===== config.mk =====
export PLATFORM = sky130hd
export DESIGN_NAME = rate_limited_priority_scheduler
export DESIGN_NICKNAME = d
export VERILOG_FILES = /design/src/rtl/core/rlps_pkg.sv /design/src/rtl/core/rate_limited_priority_scheduler.sv /design/src/rtl/core/rlps_alu.sv /design/src/rtl/core/rlps_qmem.sv
export SDC_FILE = /design/constraint.sdc
export NUM_CORES = 2
export LEC_CHECK = 0
export BUFFER_PORTS_ARGS = -buffer_cell sky130_fd_sc_hd__buf_2
export CAP_MARGIN = 40
export CORE_UTILIZATION = 45
export CTS_CLUSTER_DIAMETER = 120
export DETAILED_ROUTE_END_ITERATION = 8
export SLEW_MARGIN = 5
export SYNTH_ARGS = -nofsm -noshare
export SYNTH_HDL_FRONTEND = slang
export SYNTH_SLANG_ARGS = --single-unit

===== constraint.sdc =====
create_clock -name i_clk -period 14.3 [get_ports i_clk]
set_input_delay 2.86 -clock i_clk [delete_from_list [all_inputs] [get_ports i_clk]]
set_output_delay 2.86 -clock i_clk [all_outputs]
set_load 0.05 [all_outputs]

===== src/rtl/core/rlps_pkg.sv =====
`default_nettype none

package rlps_pkg;

    localparam int unsigned DATA_W = 32;
    localparam int unsigned DESC_W = 64;

    // input opcodes (s_axis tuser)
    localparam logic [1:0] OP_ENQ   = 2'd0;
    localparam logic [1:0] OP_TICK  = 2'd1;
    localparam logic [1:0] OP_DRAIN = 2'd2;

    // result kinds (m_axis tuser)
    localparam logic [1:0] KIND_SENT   = 2'd0;
    localparam logic [1:0] KIND_STALE  = 2'd1;
    localparam logic [1:0] KIND_REJECT = 2'd2;
    localparam logic [1:0] KIND_DONE   = 2'd3;

    // config register indexes
    localparam logic [1:0] REG_BYTE_BUDGET = 2'd0;
    localparam logic [1:0] REG_WINDOW_MS   = 2'd1;
    localparam logic [1:0] REG_MAX_AGE_MS  = 2'd2;

    localparam logic [31:0] RST_BYTE_BUDGET = 32'd0;
    localparam logic [15:0] RST_WINDOW_MS   = 16'd1000;
    localparam logic [15:0] RST_MAX_AGE_MS  = 16'd5000;

    typedef struct packed {
        logic [15:0] tag;
        logic [15:0] len;
        logic [31:0] stamp;
    } t_desc;

    // shared unit: res = a +/- b, then res compared against c
    typedef struct packed {
        logic        sub;
        logic [31:0] a;
        logic [31:0] b;
        logic [31:0] c;
    } t_alu_req;

    typedef struct packed {
        logic [31:0] res;
        logic        carry;
        logic        ge;
        logic        gt;
    } t_alu_rsp;

endpackage

`default_nettype wire


===== src/rtl/core/rate_limited_priority_scheduler.sv =====
// Strict-priority descriptor scheduler with a per-window byte limit.
// s_axis: one word per command. tuser = opcode (enqueue+drain, tick, drain).
//   tdata[2:0] prio, [18:3] pkt_length, [34:19] pkt_tag, rest zero.
// m_axis: one word per result. tuser = kind (sent, stale, reject, done);
//   tdata[2:0] out_prio, [18:3] out_length, [34:19] out_tag; tlast marks
//   the done word that closes every command.
// cfg: index/data write channel, always ready; write only while idle.
// Timing: a small sequencer drives one shared add/compare unit, so one
//   command is in flight at a time and s_axis_tready is low until its done
//   word has been loaded. Tick: S_TICK, S_DONE. Drain: S_WIN and S_BUD check
//   window and budget (S_BUD skipped if unlimited), S_SCAN per empty queue,
//   and per descriptor S_SCAN, S_RD, S_EMIT, plus S_ACC, S_CHK when sent (no
//   S_CHK if unlimited); S_SCAN reads memory. Enqueue adds S_ENQ (+S_REJ).
// The result register lets the sequencer run on while a word waits;
//   a stall on m_axis holds the sequencer at the next emit step.
// Reset (sync, active low) empties all queues, clears the clock and byte
//   window and reloads the register defaults; the queue memory is not
//   cleared and needs no sweep.
`default_nettype none

module rate_limited_priority_scheduler
    import rlps_pkg::*;
#(
    parameter int unsigned NUM_PRIOS   = 5,
    parameter int unsigned QUEUE_DEPTH = 8
) (
    input  var logic        i_clk,
    input  var logic        i_rst_n,
    // command in
    input  var logic        i_s_axis_tvalid,
    output var logic        o_s_axis_tready,
    input  var logic [39:0] i_s_axis_tdata,  // prio, pkt_length, pkt_tag
    input  var logic [1:0]  i_s_axis_tuser,  // opcode
    // results out
    output var logic        o_m_axis_tvalid,
    input  var logic        i_m_axis_tready,
    output var logic [39:0] o_m_axis_tdata,  // out_prio, out_length, out_tag
    output var logic [1:0]  o_m_axis_tuser,  // kind
    output var logic        o_m_axis_tlast,
    // config writes
    input  var logic        i_cfg_valid,
    output var logic        o_cfg_ready,
    input  var logic [1:0]  i_cfg_index,
    input  var logic [31:0] i_cfg_data
);

    localparam int unsigned TOTAL = NUM_PRIOS * QUEUE_DEPTH;
    localparam int unsigned AW    = $clog2(TOTAL);
    localparam int unsigned PW    = $clog2(NUM_PRIOS);
    localparam int unsigned QW    = $clog2(NUM_PRIOS + 1);
    localparam int unsigned HW    = $clog2(QUEUE_DEPTH);
    localparam int unsigned CW    = $clog2(QUEUE_DEPTH + 1);

    typedef enum logic [11:0] {
        S_IDLE = 12'b0000_0000_0001,
        S_ENQ  = 12'b0000_0000_0010,
        S_REJ  = 12'b0000_0000_0100,
        S_TICK = 12'b0000_0000_1000,
        S_WIN  = 12'b0000_0001_0000,
        S_BUD  = 12'b0000_0010_0000,
        S_SCAN = 12'b0000_0100_0000,
        S_RD   = 12'b0000_1000_0000,
        S_EMIT = 12'b0001_0000_0000,
        S_ACC  = 12'b0010_0000_0000,
        S_CHK  = 12'b0100_0000_0000,
        S_DONE = 12'b1000_0000_0000
    } t_state;

    t_state r_state, n_state;

    // config
    logic [31:0] r_budget;
    logic [15:0] r_window;
    logic [15:0] r_max_age;

    // command latch
    logic [1:0]  r_op;
    logic [2:0]  r_prio, n_prio;
    logic        r_prio_ok, n_prio_ok;
    logic [15:0] r_len, n_len;
    logic [15:0] r_tag, n_tag;

    // scheduler state
    logic [QW-1:0] r_q, n_q;
    logic [HW-1:0] r_head  [NUM_PRIOS];
    logic [HW-1:0] n_head  [NUM_PRIOS];
    logic [CW-1:0] r_count [NUM_PRIOS];
    logic [CW-1:0] n_count [NUM_PRIOS];
    logic [31:0]   r_now, n_now;
    logic [31:0]   r_wstart, n_wstart;
    logic [31:0]   r_bytes, n_bytes;
    logic          r_stale, n_stale;

    // result register
    logic        r_out_valid, n_out_valid;
    logic [1:0]  r_out_kind, n_out_kind;
    logic [2:0]  r_out_prio, n_out_prio;
    logic [15:0] r_out_len, n_out_len;
    logic [15:0] r_out_tag, n_out_tag;
    logic        r_out_last, n_out_last;

    logic          out_free;
    logic [PW-1:0] qi;
    logic [HW-1:0] head_cur;
    logic [CW-1:0] cnt_cur;
    logic [AW-1:0] base;
    logic [CW:0]   pos_sum;
    logic [HW-1:0] tail_pos;
    logic [HW-1:0] head_nxt;

    logic          mem_we;
    logic [AW-1:0] mem_waddr;
    t_desc         mem_wdata;
    logic          mem_re;
    logic [AW-1:0] mem_raddr;
    t_desc         mem_rdata;

    t_alu_req alu_req;
    t_alu_rsp alu_rsp;

    rlps_qmem #(
        .DEPTH (TOTAL),
        .AW    (AW)
    ) u_qmem (
        .i_clk   (i_clk),
        .i_we    (mem_we),
        .i_waddr (mem_waddr),
        .i_wdata (mem_wdata),
        .i_re    (mem_re),
        .i_raddr (mem_raddr),
        .o_rdata (mem_rdata)
    );

    rlps_alu u_alu (
        .i_req (alu_req),
        .o_rsp (alu_rsp)
    );

    assign out_free = ~r_out_valid | i_m_axis_tready;

    // per-queue view at the current queue index
    assign qi       = r_q[PW-1:0];
    assign head_cur = r_head[qi];
    assign cnt_cur  = r_count[qi];
    assign base     = AW'(int'(qi) * QUEUE_DEPTH);
    assign pos_sum  = (CW+1)'(head_cur) + (CW+1)'(cnt_cur);
    assign tail_pos = (pos_sum >= (CW+1)'(QUEUE_DEPTH))
                    ? HW'(pos_sum - (CW+1)'(QUEUE_DEPTH)) : HW'(pos_sum);
    assign head_nxt = ((CW+1)'(head_cur) + (CW+1)'(1) == (CW+1)'(QUEUE_DEPTH))
                    ? '0 : HW'((CW+1)'(head_cur) + (CW+1)'(1));

    assign mem_waddr       = base + AW'(tail_pos);
    assign mem_wdata.tag   = r_tag;
    assign mem_wdata.len   = r_len;
    assign mem_wdata.stamp = r_now;
    assign mem_raddr       = base + AW'(head_cur);

    // shared unit operand select
    always_comb begin
        alu_req.sub = 1'b0;
        alu_req.a   = r_bytes;
        alu_req.b   = '0;
        alu_req.c   = r_budget;
        case (r_state)
            S_TICK: begin
                alu_req.a = r_now;
                alu_req.b = 32'd1;
            end
            S_WIN: begin        // elapsed = now - window_start >= window
                alu_req.sub = 1'b1;
                alu_req.a   = r_now;
                alu_req.b   = r_wstart;
                alu_req.c   = {16'd0, r_window};
            end
            S_RD: begin         // age = now - stamp > max_age
                alu_req.sub = 1'b1;
                alu_req.a   = r_now;
                alu_req.b   = mem_rdata.stamp;
                alu_req.c   = {16'd0, r_max_age};
            end
            S_ACC: begin
                alu_req.b = {16'd0, mem_rdata.len};
            end
            default: begin
            end
        endcase
    end

    // sequencer
    always_comb begin
        n_state     = r_state;
        n_prio      = r_prio;
        n_prio_ok   = r_prio_ok;
        n_len       = r_len;
        n_tag       = r_tag;
        n_q         = r_q;
        n_head      = r_head;
        n_count     = r_count;
        n_now       = r_now;
        n_wstart    = r_wstart;
        n_bytes     = r_bytes;
        n_stale     = r_stale;
        n_out_valid = r_out_valid & ~i_m_axis_tready;
        n_out_kind  = r_out_kind;
        n_out_prio  = r_out_prio;
        n_out_len   = r_out_len;
        n_out_tag   = r_out_tag;
        n_out_last  = r_out_last;
        mem_we      = 1'b0;
        mem_re      = 1'b0;

        case (r_state)
            S_IDLE: begin
                if (i_s_axis_tvalid) begin
                    n_prio    = i_s_axis_tdata[2:0];
                    n_len     = i_s_axis_tdata[18:3];
                    n_tag     = i_s_axis_tdata[34:19];
                    n_prio_ok = 32'(i_s_axis_tdata[2:0]) < NUM_PRIOS;
                    n_q       = n_prio_ok ? QW'(i_s_axis_tdata[2:0]) : '0;
                    case (i_s_axis_tuser)
                        OP_ENQ:   n_state = S_ENQ;
                        OP_TICK:  n_state = S_TICK;
                        OP_DRAIN: n_state = S_WIN;
                        default:  n_state = S_DONE;
                    endcase
                end
            end
            S_ENQ: begin
                if (r_prio_ok && cnt_cur != CW'(QUEUE_DEPTH)) begin
                    mem_we         = 1'b1;
                    n_count[qi]    = cnt_cur + CW'(1);
                    n_state        = S_WIN;
                end else begin
                    n_state = S_REJ;
                end
            end
            S_REJ: begin
                if (out_free) begin
                    n_out_valid = 1'b1;
                    n_out_kind  = KIND_REJECT;
                    n_out_prio  = r_prio;
                    n_out_len   = r_len;
                    n_out_tag   = r_tag;
                    n_out_last  = 1'b0;
                    n_state     = S_WIN;
                end
            end
            S_TICK: begin
                n_now   = alu_rsp.res;
                n_state = S_DONE;
            end
            S_WIN: begin
                n_q = '0;
                if (r_budget == '0) begin
                    n_state = S_SCAN;
                end else begin
                    if (alu_rsp.ge) begin
                        n_bytes  = '0;
                        n_wstart = r_now;
                    end
                    n_state = S_BUD;
                end
            end
            S_BUD: begin
                n_state = alu_rsp.ge ? S_DONE : S_SCAN;
            end
            S_SCAN: begin
                if (r_q == QW'(NUM_PRIOS)) begin
                    n_state = S_DONE;
                end else if (cnt_cur == '0) begin
                    n_q = r_q + QW'(1);
                end else begin
                    mem_re      = 1'b1;
                    n_head[qi]  = head_nxt;
                    n_count[qi] = cnt_cur - CW'(1);
                    n_state     = S_RD;
                end
            end
            S_RD: begin
                n_stale = alu_rsp.gt;
                n_state = S_EMIT;
            end
            S_EMIT: begin
                if (out_free) begin
                    n_out_valid = 1'b1;
                    n_out_kind  = r_stale ? KIND_STALE : KIND_SENT;
                    n_out_prio  = 3'(r_q);
                    n_out_len   = mem_rdata.len;
                    n_out_tag   = mem_rdata.tag;
                    n_out_last  = 1'b0;
                    n_state     = r_stale ? S_SCAN : S_ACC;
                end
            end
            S_ACC: begin
                // saturating byte count
                n_bytes = alu_rsp.carry ? '1 : alu_rsp.res;
                n_state = (r_budget != '0) ? S_CHK : S_SCAN;
            end
            S_CHK: begin
                n_state = alu_rsp.ge ? S_DONE : S_SCAN;
            end
            S_DONE: begin
                if (out_free) begin
                    n_out_valid = 1'b1;
                    n_out_kind  = KIND_DONE;
                    n_out_prio  = '0;
                    n_out_len   = '0;
                    n_out_tag   = '0;
                    n_out_last  = 1'b1;
                    n_state     = S_IDLE;
                end
            end
            default: begin
                n_state = S_IDLE;
            end
        endcase
    end

    always_ff @(posedge i_clk) begin
        if (!i_rst_n) begin
            r_state     <= S_IDLE;
            r_now       <= '0;
            r_wstart    <= '0;
            r_bytes     <= '0;
            r_out_valid <= 1'b0;
            for (int i = 0; i < NUM_PRIOS; i++) begin
                r_head[i]  <= '0;
                r_count[i] <= '0;
            end
        end else begin
            r_state     <= n_state;
            r_now       <= n_now;
            r_wstart    <= n_wstart;
            r_bytes     <= n_bytes;
            r_out_valid <= n_out_valid;
            r_head      <= n_head;
            r_count     <= n_count;
        end
    end

    // payload, no reset
    always_ff @(posedge i_clk) begin
        if (r_state == S_IDLE) begin
            r_op <= i_s_axis_tuser;
        end
        r_prio     <= n_prio;
        r_prio_ok  <= n_prio_ok;
        r_len      <= n_len;
        r_tag      <= n_tag;
        r_q        <= n_q;
        r_stale    <= n_stale;
        r_out_kind <= n_out_kind;
        r_out_prio <= n_out_prio;
        r_out_len  <= n_out_len;
        r_out_tag  <= n_out_tag;
        r_out_last <= n_out_last;
    end

    // config registers
    always_ff @(posedge i_clk) begin
        if (!i_rst_n) begin
            r_budget  <= RST_BYTE_BUDGET;
            r_window  <= RST_WINDOW_MS;
            r_max_age <= RST_MAX_AGE_MS;
        end else if (i_cfg_valid) begin
            case (i_cfg_index)
                REG_BYTE_BUDGET: r_budget  <= i_cfg_data;
                REG_WINDOW_MS:   r_window  <= i_cfg_data[15:0];
                REG_MAX_AGE_MS:  r_max_age <= i_cfg_data[15:0];
                default: begin
                end
            endcase
        end
    end

    assign o_cfg_ready     = 1'b1;
    assign o_s_axis_tready = (r_state == S_IDLE);
    assign o_m_axis_tvalid = r_out_valid;
    assign o_m_axis_tdata  = {5'd0, r_out_tag, r_out_len, r_out_prio};
    assign o_m_axis_tuser  = r_out_kind;
    assign o_m_axis_tlast  = r_out_last;

`ifndef ASSERT_OFF
    // a command holds the sequencer: no second word right after an accept
    a_one_in_flight: assert property (@(posedge i_clk) disable iff (!i_rst_n)
        (i_s_axis_tvalid && o_s_axis_tready) |=> !o_s_axis_tready)
        else $error("second command accepted while busy");

    // done word closes the command and carries no descriptor
    a_done_clean: assert property (@(posedge i_clk) disable iff (!i_rst_n)
        (o_m_axis_tvalid && o_m_axis_tlast) |->
            (o_m_axis_tuser == KIND_DONE && o_m_axis_tdata == '0))
        else $error("done word malformed");

    // enqueue writes only into a queue with room
    a_no_overfill: assert property (@(posedge i_clk) disable iff (!i_rst_n)
        mem_we |-> (r_prio_ok && cnt_cur < CW'(QUEUE_DEPTH)))
        else $error("write into full queue");

    // a descriptor read only comes from a non-empty queue
    a_read_nonempty: assert property (@(posedge i_clk) disable iff (!i_rst_n)
        mem_re |=> (r_state == S_RD && $past(cnt_cur) != '0))
        else $error("read from empty queue");

    // the command opcode stays put while the command runs
    a_op_stable: assert property (@(posedge i_clk) disable iff (!i_rst_n)
        (r_state != S_IDLE && $past(r_state) != S_IDLE) |-> $stable(r_op))
        else $error("opcode changed mid-command");
`endif

endmodule

`default_nettype wire


===== src/rtl/core/rlps_alu.sv =====
`default_nettype none

module rlps_alu
    import rlps_pkg::*;
(
    input  var t_alu_req i_req,
    output var t_alu_rsp o_rsp
);

    logic [32:0] sum;
    logic [32:0] cmp;

    always_comb begin
        sum = {1'b0, i_req.a} + {1'b0, (i_req.sub ? ~i_req.b : i_req.b)}
            + {32'd0, i_req.sub};
        cmp = {1'b0, sum[31:0]} - {1'b0, i_req.c};
        o_rsp.res   = sum[31:0];
        o_rsp.carry = sum[32];
        o_rsp.ge    = ~cmp[32];
        o_rsp.gt    = ~cmp[32] && (sum[31:0] != i_req.c);
    end

endmodule

`default_nettype wire


===== src/rtl/core/rlps_qmem.sv =====
`default_nettype none

module rlps_qmem
    import rlps_pkg::*;
#(
    parameter int unsigned DEPTH = 40,
    parameter int unsigned AW    = 6
) (
    input  var logic          i_clk,
    input  var logic          i_we,
    input  var logic [AW-1:0] i_waddr,
    input  var t_desc         i_wdata,
    input  var logic          i_re,
    input  var logic [AW-1:0] i_raddr,
    output var t_desc         o_rdata
);

    t_desc mem [DEPTH];

    always_ff @(posedge i_clk) begin
        if (i_we) begin
            mem[i_waddr] <= i_wdata;
        end
    end

    always_ff @(posedge i_clk) begin
        if (i_re) begin
            o_rdata <= mem[i_raddr];
        end
    end

endmodule

`default_nettype wire


==> Word-level counts from Yosys, hierarchy flattened <==
Memories as Yosys holds them, arrays and structs flattened. A register that Yosys moved wholly into a read port is not among the register bits.
Cells that the tools add are included.
{ "op_classes": {"n_addsub": 11, "magnitude_cmp": 4, "n_eq_ne": 32, "mux": 74, "n_bitwise": 10, "reduce_logical": 30} }
{ "op_table": {"columns": ["op", "n"], "rows": [
  ["$mux W32", 5],
  ["$pmux W12 S11", 1],
  ["$pmux W32 S2", 2],
  ["$pmux W32 S4", 1],
  ["$pmux W16 S3", 2],
  ["$mux W12", 7],
  ["$mux W16", 5],
  ["$mux W20", 3],
  ["$bwmux W20", 2],
  ["$pmux W20 S2", 1],
  ["$mux W3", 12],
  ["$pmux W12 S3", 1],
  ["$add A32 B32 Y33", 1],
  ["$add A33 B1 Y33", 1],
  ["$sub A32 B32 Y33", 1],
  ["$logic_not A32 Y1", 1],
  ["$ne A32 B32 Y1", 1],
  ["$not A32 Y32", 1],
  ["$reduce_bool A32 Y1", 1],
  ["$ne A2 B2 Y1 const B", 10],
  ["$pmux W3 S3", 2],
  ["$bwmux W15", 1],
  ["$mux W1", 13],
  ["$add A6 B3 Y6", 2],
  ["other kinds (56)", 84]
]} }
{ "totals": {"regBits": 286, "ramBits": 2560, "in_bits": 81, "output_inout_bits": 46, "word_cells": 191, "n_memories": 1} }
{ "mem_list": {"columns": ["name", "words", "width", "read_ports", "rd_ports_with_merged_regs", "wr", "line", "text"], "rows": [
  ["u_qmem.mem", 40, 64, 1, 1, 1, "rlps_qmem.sv:18", "t_desc mem [DEPTH];"]
]} }

==> Depth between registers and ports, before layout <==
{ "logic_depth": {"ltp_word": 10, "depth_mapped": 31, "mapped_depth_nobuf": 26} }

==> Cells and area by module <==
Synthesis repeated with hierarchy kept, for this count alone.
{ "unflattened": {"cells_unflattened": 5824, "area_unflattened_um2": 114700.0} }
{ "by_module_without_submodules": {"columns": ["module", "n_inst", "cells_per_inst", "area_each_um2", "seq_area_each_um2"], "rows": [
  ["rlps_qmem", 1, 4093, 99282.7, 78795.6],
  ["rate_limited_priority_scheduler", 1, 1349, 12570.8, 6506.2],
  ["rlps_alu", 1, 382, 2846.5, 0.0]
]} }

==> Least setup slack after synthesis <==
OpenSTA, ideal clock, no wires.
{ "synth_path": {"kind": "register -> register", "startpoint": "reg r_state[8]", "endpoint": "reg r_bytes[21]", "setup_ns": 0.086, "arrival_time_ns": 6.632, "required_ns": 14.214, "path_slack_ns": 7.583, "path_stages_with_launch": 32, "path_buffers": 5, "period_less_slack_ns": 6.717, "path_cell_list": "dfxtp_1 -> or4_1 -> nor3_1 -> and4b_1 -> clkbuf_1 -> or2_2 -> clkbuf_1 -> clkbuf_1 -> a21oi_1 -> a221oi_1 -> ha_1 -> nand3_1 -> or3_1 -> a211oi_1 -> o21ai_1 -> o211ai_1 -> a31oi_1 -> a211o_1 -> xnor2_1 -> inv_1 -> ha_1 -> a21o_1 -> a21o_1 -> a221o_1 -> a221o_1 -> a21oi_1 -> nor2_1 -> nor3_1 -> buf_2 -> buf_1 -> a21oi_1 -> a211oi_1"} }
{ "synth_rtl": {"columns": ["element", "line", "text"], "rows": [
  ["from (decl)", "rate_limited_priority_scheduler.sv:69", "t_state r_state, n_state;"],
  ["from (signal assigned)", "rate_limited_priority_scheduler.sv:331", "r_state <= n_state;"],
  ["to (signal assigned)", "rate_limited_priority_scheduler.sv:334", "r_bytes <= n_bytes;"],
  ["to (decl)", "rate_limited_priority_scheduler.sv:91", "logic [31:0] r_bytes, n_bytes;"]
]} }

==> qor.json <==
{
  "fin_crit_sh_pct": 57.91,
  "timing.critical_path.max_delay_family": "compound AO/OA/AOI/OAI gates",
  "clock_path_buffers": 4,
  "final_common_cell": "sky130_fd_sc_hd__nand2_1",
  "timing.final.hold_violations": 0,
  "dp_hpwl_um": 185400,
  "achievable-frequency_mhz": 120.8,
  "grt_pass1_wl_um": 498800,
  "area.sequential_um2": 85300,
  "globalRouteMet1Util_pct": 36.16,
  "detail_route.wirelength_um": 346900,
  "maxcap_viol_count": 0,
  "critPathBufInv": 3,
  "dr.first_iter.drc_count": 9498,
  "x_dimension_of_the_die_um": 513.6,
  "residual_overflow_from_global_routing": 0,
  "status": "complete, no violations",
  "postSynth.asyncResetShare_pct": 0,
  "port-buffer-count": 115,
  "post_layout_nonfiller_instances": 12840,
  "critPathRequiredTime_ns": 15.15,
  "clk_pin_slew_ns": 0.06,
  "postCtsSetupBuffers": 0,
  "wl_per_cell_um": 27.01,
  "fp.dieH_um": 513.6,
  "clock_sink_count": 2910,
  "tightestPinTransition_ns": 1.020,
  "synth_edf_count": 2702,
  "num-nets-final": 9269,
  "tns_ns": 0,
  "critical_path.endpoint_type": "register",
  "cp-start-kind": "register",
  "remaining_drcs": 0,
  "postSynthRegisterBits": 2910,
  "irDropWorstVdd_mv": 0.1301,
  "tritoncts_clock_tree": "built",
  "slowest_stage": "sky130_fd_sc_hd__or4_1",
  "gr-usage-met3_pct": 4.031,
  "grt_start_max_net_pins": 178,
  "timing.critical_path.arrival_ns": 9.13,
  "pwr_density_cell_nw_per_um2": 133.6,
  "crit_path_max_incr_delay_ns": 0.63,
  "synth_ff_type": "sky130_fd_sc_hd__edfxtp_1",
  "slew_viol_final": 0,
  "synthesis.area_per_instance_um2": 13.10,
  "yosysUniqueCellTypes": 77,
  "syn2layout_area_growth_pct": 13.75,
  "grt_pass1_vias": 71930,
  "ctsHoldBuffers": 0,
  "drt_first_pass_iters": 6,
  "clock_latency_ns": 0.98,
  "min-delay-path-class": "reg2reg",
  "gp_congestion": 0.8576,
  "via_per_inst": 5.935,
  "grt_util_all_layers_pct": 25.82,
  "synth_seq_area_share_pct": 72.42,
  "mostFrequentLayoutCells": "sky130_fd_sc_hd__nand2_1 (2809), sky130_fd_sc_hd__edfxtp_1 (2702), sky130_fd_sc_hd__and3_1 (588)",
  "synthesis.instances": 8990,
  "p_leak_nw": 47.23,
  "floorplan.io_pins": 127,
  "worstPathMaxFanout": 54,
  "core.rowCount": 187,
  "timing.final.crit_period_ns": 8.281,
  "gr-max-usage-layer": "met2",
  "layout-drive-gt1-share_pct": 11.42,
  "initial_core_util_pct": 45.31,
  "rsz_0062_raised_after_global_routing": "false",
  "ctsResizeCount": 0,
  "route.vias.total": 76230,
  "finalClockSkew_ns": 0.06504,
  "setup_viol": 0,
  "timing.setup.critical_path_class": "reg2reg",
  "slew_headroom_pct": 31.97,
  "library_cell_used_as_clock_root_buffer": "sky130_fd_sc_hd__clkbuf_16",
  "fill_cells": 21450,
  "cts.htree.levels": 5,
  "cts_buffers": 322,
  "fp.coreArea_um2": 259900,
  "dpl.cell_count": 12290,
  "yosysWarningCount": 0,
  "synth.cell_area_um2": 117800,
  "design.die.area_um2": 263800,
  "multi_input_comb_area_um2": 30240,
  "ant_nets": 0,
  "number_of_antenna_violations_at_the_first_check_in_global_routing": 11,
  "use_met2_pct": 41.71
}
## layer usage
metal	routed length (um)	vias to the layer above
met2	164300	3605
met4	9395	4
met1	141400	38710
met3	31790	518
li1	-	33400
met5	21	-
## registers in the layout, summed over array words and instances, names as in the netlist, 15 cells and up
register	count
r_wstart	32
r_window	16
r_len	16
r_head	15
r_out_len	16
r_tag	16
u_qmem.mem	2560
r_max_age	16
r_count	20
r_out_tag	16
r_bytes	32
r_budget	32
u_qmem.o_rdata	64
r_now	32
## report_power, final
part | switching, mW | internal (mW)
Combinational | 0.450 | 0.198
Clock | 3.27 | 4.57
Sequential | 0.0427 | 9.37
## area by class of cell
| type | count | share of cell area, % |
|---|---|---|
| Antenna cell | 4 | 0.007471 |
| Timing Repair Buffer | 402 | 3.088 |
| Multi-Input combinational cell | 5457 | 22.57 |
| Sequential cell | 2910 | 63.67 |
| Clock buffer | 404 | 6.438 |
| Tap cell | 3496 | 3.265 |
| Clock inverter | 147 | 0.8769 |
| Inverter | 24 | 0.08405 |
## cells by family (layout without fill, tap and decap cells)
| kind of cell | after synthesis | in the layout | share of synthesized area, % |
|---|---|---|---|
| other | 2 | 10 | 0.006376 |
| AO/OA/AOI/OAI | 1197 | 1197 | 6.641 |
| flip-flops | 2910 | 2910 | 72.42 |
| AND/OR/NAND/NOR | 3920 | 3920 | 14.28 |
| adder cells (fa/ha/maj) | 71 | 71 | 0.7670 |
| XOR/XNOR | 32 | 32 | 0.2380 |
| buffers and inverters | 627 | 977 | 2.236 |
| multiplexers | 231 | 231 | 3.411 |
## metrics by stage
| stage | cell area (um2) | setup WS [ns] | utilization, % | total power [mW] | hold WS, ns |
|---|---|---|---|---|---|
| finish | 134000 | 6.019 | 51.54 | 17.90 | 0.4536 |
| global route | 134000 | 5.557 | 51.54 | 18.36 | 0.4688 |
| CTS | 134000 | 6.095 | 51.54 | 18.00 | 0.4546 |
| detailed placement | 124200 | 6.180 | 47.77 | 10.24 | 0.4487 |
| global placement | 122300 | 5.988 | 47.03 | 10.18 | 0.4429 |
| floorplan | 117800 | 7.583 | - | 9.920 | 0.4195 |
## cell usage after synthesis (20+ instances only)
master	instances	area share, %
sky130_fd_sc_hd__mux2_2	33	0.32
sky130_fd_sc_hd__and3_1	589	3.1
sky130_fd_sc_hd__nor2_1	208	0.66
sky130_fd_sc_hd__mux4_2	133	2.5
sky130_fd_sc_hd__mux2i_1	65	0.55
sky130_fd_sc_hd__dfxtp_1	208	3.5
sky130_fd_sc_hd__inv_1	20	0.064
sky130_fd_sc_hd__nor3_1	47	0.20
sky130_fd_sc_hd__a21oi_1	172	0.73
sky130_fd_sc_hd__ha_1	69	0.73
sky130_fd_sc_hd__buf_2	187	0.79
sky130_fd_sc_hd__edfxtp_1	2702	69
sky130_fd_sc_hd__buf_1	26	0.083
sky130_fd_sc_hd__o21ai_0	38	0.16
sky130_fd_sc_hd__a21o_1	35	0.22
sky130_fd_sc_hd__a22o_1	68	0.51
sky130_fd_sc_hd__nand2_1	2809	9.0
sky130_fd_sc_hd__nand3_1	165	0.70
sky130_fd_sc_hd__o21ai_1	67	0.28
sky130_fd_sc_hd__a22oi_1	74	0.47
sky130_fd_sc_hd__clkbuf_1	379	1.2
sky130_fd_sc_hd__xnor2_1	24	0.18
sky130_fd_sc_hd__a311oi_1	66	0.49
sky130_fd_sc_hd__a31oi_1	585	3.1
## worst paths after layout
path	startpoint	endpoint	slack, ns	cells after the start
worst max register to register	r_state[8]	r_bytes[11]	6.02	27
worst min register to register	r_max_age[4]	r_max_age[4]	0.45	2
worst max-delay path	r_state[8]	r_bytes[11]	6.02	27
worst min-delay path	r_max_age[4]	r_max_age[4]	0.45	2
## tightest hold or removal path: cells and delay by family (launching register included)
| kind | cells | cell delay (ns) |
|---|---|---|
| AO/OA/AOI/OAI | 1 | 0.05 |
| flip-flops | 1 | 0.31 |
| AND/OR/NAND/NOR | 1 | 0.05 |
No activity file was read; power rests on OpenSTA's default activity.
